### src/hdl/clip_pkg.sv
// shared types, character codes and helpers for the command line integer parser
package clip_pkg;

  localparam int MAX_PARAMS = 8;
  localparam int CNT_W      = $clog2(MAX_PARAMS);
  localparam int FIFO_DEPTH = 4;
  localparam int PTR_W      = $clog2(FIFO_DEPTH);
  localparam int FCNT_W     = $clog2(FIFO_DEPTH + 1);
  localparam int DATA_W     = 40;

  localparam logic [7:0] CH_NUL   = 8'h00;
  localparam logic [7:0] CH_TAB   = 8'h09;
  localparam logic [7:0] CH_LF    = 8'h0A;
  localparam logic [7:0] CH_FF    = 8'h0C;
  localparam logic [7:0] CH_CR    = 8'h0D;
  localparam logic [7:0] CH_SUB   = 8'h1A;
  localparam logic [7:0] CH_SPACE = 8'h20;
  localparam logic [7:0] CH_MINUS = 8'h2D;
  localparam logic [7:0] CH_DOT   = 8'h2E;
  localparam logic [7:0] CH_ZERO  = 8'h30;
  localparam logic [7:0] CH_NINE  = 8'h39;
  localparam logic [7:0] CH_UA    = 8'h41;
  localparam logic [7:0] CH_UF    = 8'h46;
  localparam logic [7:0] CH_UX    = 8'h58;
  localparam logic [7:0] CH_LA    = 8'h61;
  localparam logic [7:0] CH_LFH   = 8'h66;
  localparam logic [7:0] CH_LX    = 8'h78;

  typedef enum logic [2:0] {
    PH_IDLE,
    PH_WORD,
    PH_GAP,
    PH_NUM,
    PH_FRAC,
    PH_PEND,
    PH_SKIP
  } phase_t;

  typedef enum logic [1:0] {
    ST_OK   = 2'd0,
    ST_NOP  = 2'd1,
    ST_BAD  = 2'd2,
    ST_MANY = 2'd3
  } status_t;

  typedef struct packed {
    logic               kind;
    logic signed [31:0] value;
    logic [2:0]         param_index;
    logic [1:0]         status;
    logic [2:0]         param_count;
    logic               last;
  } res_t;

  // results produced by one byte, in order
  typedef struct packed {
    logic [1:0] n;
    res_t       r0;
    res_t       r1;
  } res_pair_t;

  function automatic logic is_space(input logic [7:0] c);
    return c == CH_SPACE || c == CH_TAB || c == CH_CR || c == CH_LF ||
           c == CH_FF || c == CH_SUB;
  endfunction

endpackage

### src/hdl/clip_parser.sv
// per-byte parser state and result generation
module clip_parser (
  input  logic                clk,
  input  logic                rst,
  input  logic                take,
  input  logic [7:0]          ch,
  output clip_pkg::res_pair_t res
);

  clip_pkg::phase_t                phase, phase_next;
  logic [31:0]                     acc, acc_next;
  logic                            neg, neg_next;
  logic                            hex, hex_next;
  logic [clip_pkg::CNT_W-1:0]      count, count_next;
  logic [1:0]                      err, err_next;

  logic                            sp;
  logic                            do_num;
  logic [31:0]                     acc_b;
  logic                            neg_b;
  logic                            hex_b;
  logic [31:0]                     scaled;
  logic [3:0]                      digit;
  logic                            is_dec;
  logic                            is_hexl;
  logic [clip_pkg::CNT_W-1:0]      count_inc;
  clip_pkg::res_t                  p_res;
  clip_pkg::res_t                  s_res;
  clip_pkg::res_pair_t             out;

  assign sp        = clip_pkg::is_space(ch);
  assign count_inc = count + 1'b1;

  // a number starting from the gap begins with a fresh accumulator
  assign acc_b = (phase == clip_pkg::PH_GAP) ? 32'd0 : acc;
  assign neg_b = (phase == clip_pkg::PH_GAP) ? 1'b0 : neg;
  assign hex_b = (phase == clip_pkg::PH_GAP) ? 1'b0 : hex;

  assign is_dec  = ch >= clip_pkg::CH_ZERO && ch <= clip_pkg::CH_NINE;
  assign is_hexl = hex_b && ((ch >= clip_pkg::CH_LA && ch <= clip_pkg::CH_LFH) ||
                             (ch >= clip_pkg::CH_UA && ch <= clip_pkg::CH_UF));
  assign digit   = is_dec ? ch[3:0] : ch[3:0] + 4'd9;
  assign scaled  = hex_b ? {acc_b[27:0], 4'd0} : {acc_b[28:0], 3'd0} + {acc_b[30:0], 1'b0};

  always_comb begin
    p_res             = '0;
    p_res.kind        = 1'b0;
    p_res.value       = neg_b ? -acc_b : acc_b;
    p_res.param_index = 3'(count);
    s_res             = '0;
    s_res.kind        = 1'b1;
    s_res.last        = 1'b1;
  end

  always_comb begin
    phase_next = phase;
    acc_next   = acc;
    neg_next   = neg;
    hex_next   = hex;
    count_next = count;
    err_next   = err;
    do_num     = 1'b0;
    out        = '0;

    unique case (phase)
      clip_pkg::PH_IDLE: begin
        if (ch == clip_pkg::CH_NUL) begin
          out.n  = 2'd1;
          out.r0 = s_res;
          out.r0.status      = clip_pkg::ST_NOP;
          out.r0.param_count = 3'(count);
          phase_next = clip_pkg::PH_IDLE;
        end else if (!sp) begin
          phase_next = clip_pkg::PH_WORD;
        end
      end
      clip_pkg::PH_WORD: begin
        if (ch == clip_pkg::CH_NUL) begin
          out.n  = 2'd1;
          out.r0 = s_res;
          out.r0.status      = clip_pkg::ST_OK;
          out.r0.param_count = 3'(count);
          phase_next = clip_pkg::PH_IDLE;
          count_next = '0;
        end else if (sp) begin
          phase_next = clip_pkg::PH_GAP;
        end
      end
      clip_pkg::PH_GAP: begin
        if (ch == clip_pkg::CH_NUL) begin
          out.n  = 2'd1;
          out.r0 = s_res;
          out.r0.status      = clip_pkg::ST_OK;
          out.r0.param_count = 3'(count);
          phase_next = clip_pkg::PH_IDLE;
          count_next = '0;
        end else if (!sp) begin
          if (32'(count) >= 32'(clip_pkg::MAX_PARAMS - 1)) begin
            err_next   = clip_pkg::ST_MANY;
            phase_next = clip_pkg::PH_SKIP;
          end else begin
            acc_next   = '0;
            neg_next   = 1'b0;
            hex_next   = 1'b0;
            phase_next = clip_pkg::PH_NUM;
            do_num     = 1'b1;
          end
        end
      end
      clip_pkg::PH_NUM: begin
        do_num = 1'b1;
      end
      clip_pkg::PH_FRAC, clip_pkg::PH_PEND: begin
        if (ch == clip_pkg::CH_NUL) begin
          out.n  = 2'd2;
          out.r0 = p_res;
          out.r1 = s_res;
          out.r1.status      = clip_pkg::ST_OK;
          out.r1.param_count = 3'(count_inc);
          phase_next = clip_pkg::PH_IDLE;
          count_next = '0;
        end else if (phase == clip_pkg::PH_FRAC && ch == clip_pkg::CH_SPACE) begin
          out.n  = 2'd1;
          out.r0 = p_res;
          out.r0.last = 1'b1;
          count_next = count_inc;
          phase_next = clip_pkg::PH_GAP;
        end else if (phase == clip_pkg::PH_PEND && !sp) begin
          err_next   = clip_pkg::ST_BAD;
          phase_next = clip_pkg::PH_SKIP;
        end
      end
      default: begin
        if (ch == clip_pkg::CH_NUL) begin
          out.n  = 2'd1;
          out.r0 = s_res;
          out.r0.status      = err;
          out.r0.param_count = 3'(count);
          phase_next = clip_pkg::PH_IDLE;
          count_next = '0;
        end
      end
    endcase

    // byte inside a number, before any point
    if (do_num) begin
      priority if (ch == clip_pkg::CH_NUL) begin
        out.n  = 2'd2;
        out.r0 = p_res;
        out.r1 = s_res;
        out.r1.status      = clip_pkg::ST_OK;
        out.r1.param_count = 3'(count_inc);
        phase_next = clip_pkg::PH_IDLE;
        count_next = '0;
      end else if (ch == clip_pkg::CH_SPACE) begin
        out.n  = 2'd1;
        out.r0 = p_res;
        out.r0.last = 1'b1;
        count_next = count_inc;
        phase_next = clip_pkg::PH_GAP;
      end else if (ch == clip_pkg::CH_DOT) begin
        phase_next = clip_pkg::PH_FRAC;
      end else if (ch == clip_pkg::CH_MINUS) begin
        neg_next = 1'b1;
      end else if (ch == clip_pkg::CH_LX || ch == clip_pkg::CH_UX) begin
        hex_next = 1'b1;
      end else if (is_dec || is_hexl) begin
        acc_next = scaled + {28'd0, digit};
      end else if (sp) begin
        phase_next = clip_pkg::PH_PEND;
      end else begin
        err_next   = clip_pkg::ST_BAD;
        phase_next = clip_pkg::PH_SKIP;
      end
    end

    // end of line clears everything
    if (phase_next == clip_pkg::PH_IDLE && ch == clip_pkg::CH_NUL) begin
      acc_next   = '0;
      neg_next   = 1'b0;
      hex_next   = 1'b0;
      count_next = '0;
      err_next   = clip_pkg::ST_OK;
    end
  end

  always_ff @(posedge clk) begin
    if (rst) begin
      phase <= clip_pkg::PH_IDLE;
      acc   <= '0;
      neg   <= 1'b0;
      hex   <= 1'b0;
      count <= '0;
      err   <= clip_pkg::ST_OK;
    end else if (take) begin
      phase <= phase_next;
      acc   <= acc_next;
      neg   <= neg_next;
      hex   <= hex_next;
      count <= count_next;
      err   <= err_next;
    end
  end

  always_comb begin
    res   = out;
    res.n = take ? out.n : 2'd0;
  end

endmodule

### src/hdl/clip_fifo.sv
// small result queue taking up to two results per cycle
module clip_fifo (
  input  logic                             clk,
  input  logic                             rst,
  input  clip_pkg::res_pair_t              wr,
  output logic                             room,
  output logic                             rd_valid,
  input  logic                             rd_ready,
  output clip_pkg::res_t                   rd_data
);

  clip_pkg::res_t                  mem [clip_pkg::FIFO_DEPTH];
  logic [clip_pkg::PTR_W-1:0]      wptr, rptr;
  logic [clip_pkg::FCNT_W-1:0]     cnt;
  logic                            pop;

  assign pop      = rd_valid && rd_ready;
  assign rd_valid = cnt != '0;
  assign rd_data  = mem[rptr];
  assign room     = 32'(cnt) <= 32'(clip_pkg::FIFO_DEPTH - 2);

  always_ff @(posedge clk) begin
    if (wr.n != 2'd0) begin
      mem[wptr] <= wr.r0;
    end
    if (wr.n == 2'd2) begin
      mem[wptr + 1'b1] <= wr.r1;
    end
  end

  always_ff @(posedge clk) begin
    if (rst) begin
      wptr <= '0;
      rptr <= '0;
      cnt  <= '0;
    end else begin
      wptr <= wptr + clip_pkg::PTR_W'(wr.n);
      rptr <= rptr + clip_pkg::PTR_W'(pop);
      cnt  <= cnt + clip_pkg::FCNT_W'(wr.n) - clip_pkg::FCNT_W'(pop);
    end
  end

endmodule

### src/hdl/command_line_integer_parser.sv
// top level of the streaming command line integer parser
//
// takes one byte of a command line per transfer (byte 0 ends the line), skips
// the leading function word and emits each following word as a signed 32-bit
// integer with its position, then one status result at the end of the line.
// a byte is accepted every cycle while the result queue has room for two
// results; the parser state updates in the same cycle, so the sustained rate
// is one byte per cycle. a line end that closes a number yields two results
// (parameter, then status), which drain one per cycle while m_tready is high from
// a four-entry queue; results are registered in the queue before they go out.
module command_line_integer_parser (
  input  logic                          clk,
  input  logic                          rst,
  // input stream
  input  logic                          s_tvalid,
  output logic                          s_tready,
  input  logic [7:0]                    s_tdata,   // ch[7:0]
  // result stream
  output logic                          m_tvalid,
  input  logic                          m_tready,
  output logic [clip_pkg::DATA_W-1:0]   m_tdata,   // value[31:0], param_index[34:32],
                                                   // status[36:35], param_count[39:37]
  output logic                          m_tuser,   // kind: 0 parameter, 1 line status
  output logic                          m_tlast    // final result of this byte
);

  clip_pkg::res_pair_t res;
  clip_pkg::res_t      head;
  logic                room;
  logic                take;

  // byte transfer
  assign take     = s_tvalid && room;
  assign s_tready = room;

  clip_parser u_parser (
    .clk  (clk),
    .rst  (rst),
    .take (take),
    .ch   (s_tdata),
    .res  (res)
  );

  // results queue, decouples parser from downstream stalls
  clip_fifo u_fifo (
    .clk      (clk),
    .rst      (rst),
    .wr       (res),
    .room     (room),
    .rd_valid (m_tvalid),
    .rd_ready (m_tready),
    .rd_data  (head)
  );

  assign m_tdata = {head.param_count, head.status, head.param_index, head.value};
  assign m_tuser = head.kind;
  assign m_tlast = head.last;

endmodule

### config.mk
export PLATFORM = sky130hd
export DESIGN_NAME = command_line_integer_parser
export DESIGN_NICKNAME = d
export VERILOG_FILES = /design/src/hdl/clip_pkg.sv /design/src/hdl/clip_parser.sv /design/src/hdl/clip_fifo.sv /design/src/hdl/command_line_integer_parser.sv
export SDC_FILE = /design/constraint.sdc
export NUM_CORES = 1
export LEC_CHECK = 0
export ABC_CLOCK_PERIOD_IN_PS = 7200
export BUFFER_PORTS_ARGS = -buffer_cell sky130_fd_sc_hd__buf_2
export CAP_MARGIN = 20
export CELL_PAD_IN_SITES_DETAIL_PLACEMENT = 0
export CELL_PAD_IN_SITES_GLOBAL_PLACEMENT = 1
export CORE_ASPECT_RATIO = 0.7
export CORE_MARGIN = 8
export CORE_UTILIZATION = 40
export DETAILED_ROUTE_END_ITERATION = 7
export PLACE_DENSITY = 0.79
export SLEW_MARGIN = 20
export SYNTH_ARGS = -nofsm -noshare
export SYNTH_HDL_FRONTEND = slang
export SYNTH_SLANG_ARGS = --single-unit
### constraint.sdc
create_clock -name clk -period 7.2 [get_ports clk]
set_input_delay 0.36 -clock clk [delete_from_list [all_inputs] [get_ports clk]]
set_output_delay 0.36 -clock clk [all_outputs]
set_load 0.02 [all_outputs]
==> results.yml <==
placed_design:
  dpl_cell_area_mm2: 0.0152
  io_buffer_count: 55
  hpwlAfterDp_um: 32700
  replace_congestion: 0.892
  place_worst_setup_slack_ps: 1900
clocking:
  post_cts_hold_buffer_count: 0
  cts_max_path_buffers: 3
  cts_setup_buffers: 0
  clk_transition_reported_paths_ps: 70
  cts.root.buffer_cell: "clkbuf_16"
  clock_latency_ps: 540
  tritoncts_clock_tree: "built"
  tritoncts.num_buffers: 22
  cts-resized-gates: 0
  tritoncts_num_sinks: 217
  cts_htree_levels: 1
detailed_routing:
  maxUsedRoutingLayer: "met4"
  drt_pass1_iterations: 5
  number_of_drc_markers_after_the_initial_detailed_route_iteration: 1550
  wl_met3_um: 4170
  dr_wl_met2_um: 20800
  avgViaCountPerCell: 6.10
  drt-met1-wl_um: 22900
  ant_nets: 0
  routed_len_inst_um: 20.8
  vias: 14338
  drt-total-wl_um: 48800
  drc: 0
global_route:
  wire_length_of_the_first_global_routing_pass_um: 77300
  maximum_number_of_pins_on_one_net_before_global_route_repair: 51
  number_of_antenna_violations_at_the_first_check_in_global_routing: 2
  grt-ovfl-total: 0
  grt_pass1_vias: 13494
  gr-usage-all-layers_pct: 21.9
finish:
  final_net_count: 1898
  ff_latch_area_mm2: 0.00455
  final_util_pct: 44.2
  final.fill_count: 3564
  layout.cell_area.non_filler_mm2: 0.0159
  area_growth_syn_to_layout_pct: 8.22
  drive_gt1_share_pct: 11.0
  multiInputGateArea_mm2: 0.00945
die:
  die_area_mm2: 0.0433
  floorplan.die.height_um: 177
  initial_core_utilization_pct: 40.8
  ioPinCount: 56
  core.rowCount: 58
  die_w_um: 245
  core_mm2: 0.0361
worst_hold_path:
  holdCritPathClass: "input pin to flip-flop"
setup_path:
  path_max_fanout: 19
  crit_path_capture: "u_parser.acc[31]"
  critical_path.startpoint: "u_parser.phase[2]"
  timing.reg2reg.worst_path_depth: 17
  critical_path_class: "flip-flop to flip-flop"
  rrSetupSlack_ps: 1780
  crit-reg2reg-launch: "u_parser.phase[2]"
  crit-reg2reg-capture: "u_parser.acc[31]"
  cp.arrival_ps: 5800
  critical_path_required_time_ps: 7580
  timing.critical_path.to_type: "flip-flop"
  crit_path_start_kind: "flip-flop"
logic_synthesis:
  yosysSeqAreaShare_pct: 30.9
  synth_area_leader_cell: "dfxtp_1"
  synth_enable_flop_cells: 20
  yosys_warnings: 0
  synth_flop_cell: "dfxtp_1"
  synth_top_cells_by_area: "dfxtp_1 27%, nand2_1 8.2%, a21oi_1 6.6%"
  total_of_flip_flops_plus_latches_after_synthesis: 217
  synthesis.area_per_instance_um2: 7.71
  synth_cell_type_count: 91
  synth_area_mm2: 0.0147
  most_repeated_cell_in_the_gate_level_netlist_after_synthesis: "nand2_1"
  synth_top_cells_by_count: "321 x nand2_1, 210 x nor2_1, 197 x dfxtp_1"
  synth_largest_type_area_fraction_pct: 26.8
  ys_async_sr_fraction_pct: 0
  mappedNetlistNets: 1948
  syn_inst: 1909
sta:
  slew-limit-headroom_pct: 26.7
  finalCritPeriodShare_pct: 75.3
  max_slew.worst_pin.slew_ps: 1070
  fmax_mhz: 185
  final_setup_fails: 0
  min_period_ps: 5420
  hold_viol: 0
  slew_viol_final: 0
  setup_tns_ps: 0
  timing.clock.skew_ps: 35.2
  final_worst_setup_slack_ps: 1780
  setup_repair_after_global_routing_missed_its_margin: "no"
status:
  status: "finished, final reports clean"
flow_run:
  drv_cap: 0
power_and_ir_drop:
  vdd.ir_drop.worst_mv: 0.200
  power_per_cell_area_mw_per_mm2: 195
  p_leak_uw: 0.00600
## logic make-up (layout without fill, tap and decap cells)
| family | after synthesis | count (layout) | synth area share (%) |
|---|---|---|---|
| AND/OR/NAND/NOR | 777 | 777 | 24.5 |
| AO/OA/AOI/OAI | 517 | 517 | 22.2 |
| flip-flops | 217 | 217 | 30.9 |
| buffers and inverters | 196 | 157 | 5.29 |
| multiplexers | 87 | 87 | 9.50 |
| XOR/XNOR | 85 | 85 | 5.06 |
| adder cells (fa/ha/maj) | 30 | 30 | 2.60 |
| other | 0 | 2 | 0 |
## layer usage
metal / track usage, % / vias to the layer above
li1: - / 6714
met3: 3.86 / 62
met4: 5.43 / 0
met2: 32.5 / 608
met5: 0 / -
met1: 32.3 / 6954
## layout by cell type (no fill, tap or decap), types with 17 or more instances in the layout
cell / n
dfxtp_1: 195
mux4_2: 42
clkbuf_16: 22
nor3_1: 47
buf_4: 29
edfxtp_1: 20
a22oi_1: 23
inv_1: 38
mux2i_1: 43
xnor2_1: 49
nand2_1: 320
xor2_1: 36
a21o_1: 17
nand3_1: 34
a211oi_1: 20
o21ai_0: 88
o31ai_1: 18
ha_1: 25
and2_1: 23
nor2_1: 209
o211ai_1: 19
buf_2: 55
a21oi_1: 193
## cell type report
class	instances	share of cell area (%)
Antenna cell	2	0.0314
Clock buffer	30	3.96
Clock inverter	5	0.400
Inverter	38	0.895
Multi-Input combinational cell	1496	59.3
Sequential cell	217	28.6
Tap cell	480	3.77
Timing Repair Buffer	84	3.09
## flip-flops by register name, indices dropped and copies added, names as in the netlist
signal / count
u_parser.acc: 32
u_parser.neg: 1
u_parser.hex: 1
u_fifo.wptr: 2
u_fifo.mem: 168
u_fifo.rptr: 2
u_fifo.cnt: 3
u_parser.count: 3
u_parser.phase: 3
u_parser.err: 2
## worst min-delay path by stage
stage	startpoint	end	slack (ps)	cells after the start
2_1_floorplan	u_fifo.mem[1][11]	u_fifo.mem[1][11]	430	2
3_3_place_gp	u_fifo.mem[1][13]	u_fifo.mem[1][13]	440	2
3_5_place_dp	u_fifo.mem[1][24]	u_fifo.mem[1][24]	440	2
4_1_cts	m_tready	u_fifo.rptr[0]	300	4
5_1_grt	m_tready	u_fifo.rptr[0]	330	4
6_report	m_tready	u_fifo.rptr[0]	310	4
## critical path: stages (launching register included)
cell,delay (ps)
dfxtp_1,750
or3b_2,290
nand2_1,130
inv_1,90
ha_1,270
ha_1,360
a21oi_1,70
a221oi_1,590
o21ai_1,220
xnor2_1,190
o31ai_2,240
o2111ai_1,300
or4_4,670
nor4_4,390
and2_1,210
a31oi_1,110
o31ai_1,280
a21oi_1,110
## stage by stage
stage	power, uW	hold slack [ps]	std cells
2_1_floorplan	1800	429	1909
6_report	3110	307	2352
3_3_place_gp	1980	435	2315
5_1_grt	3240	327	2352
3_5_place_dp	1980	444	2315
4_1_cts	3120	300	2350
## power breakdown
group	total [uW]	internal, uW	switching (uW)
sequential	1310	1240	65.8
combinational	653	240	413
clock	1150	647	504
total	3110	2130	983
(Power assumes the default switching activity.)
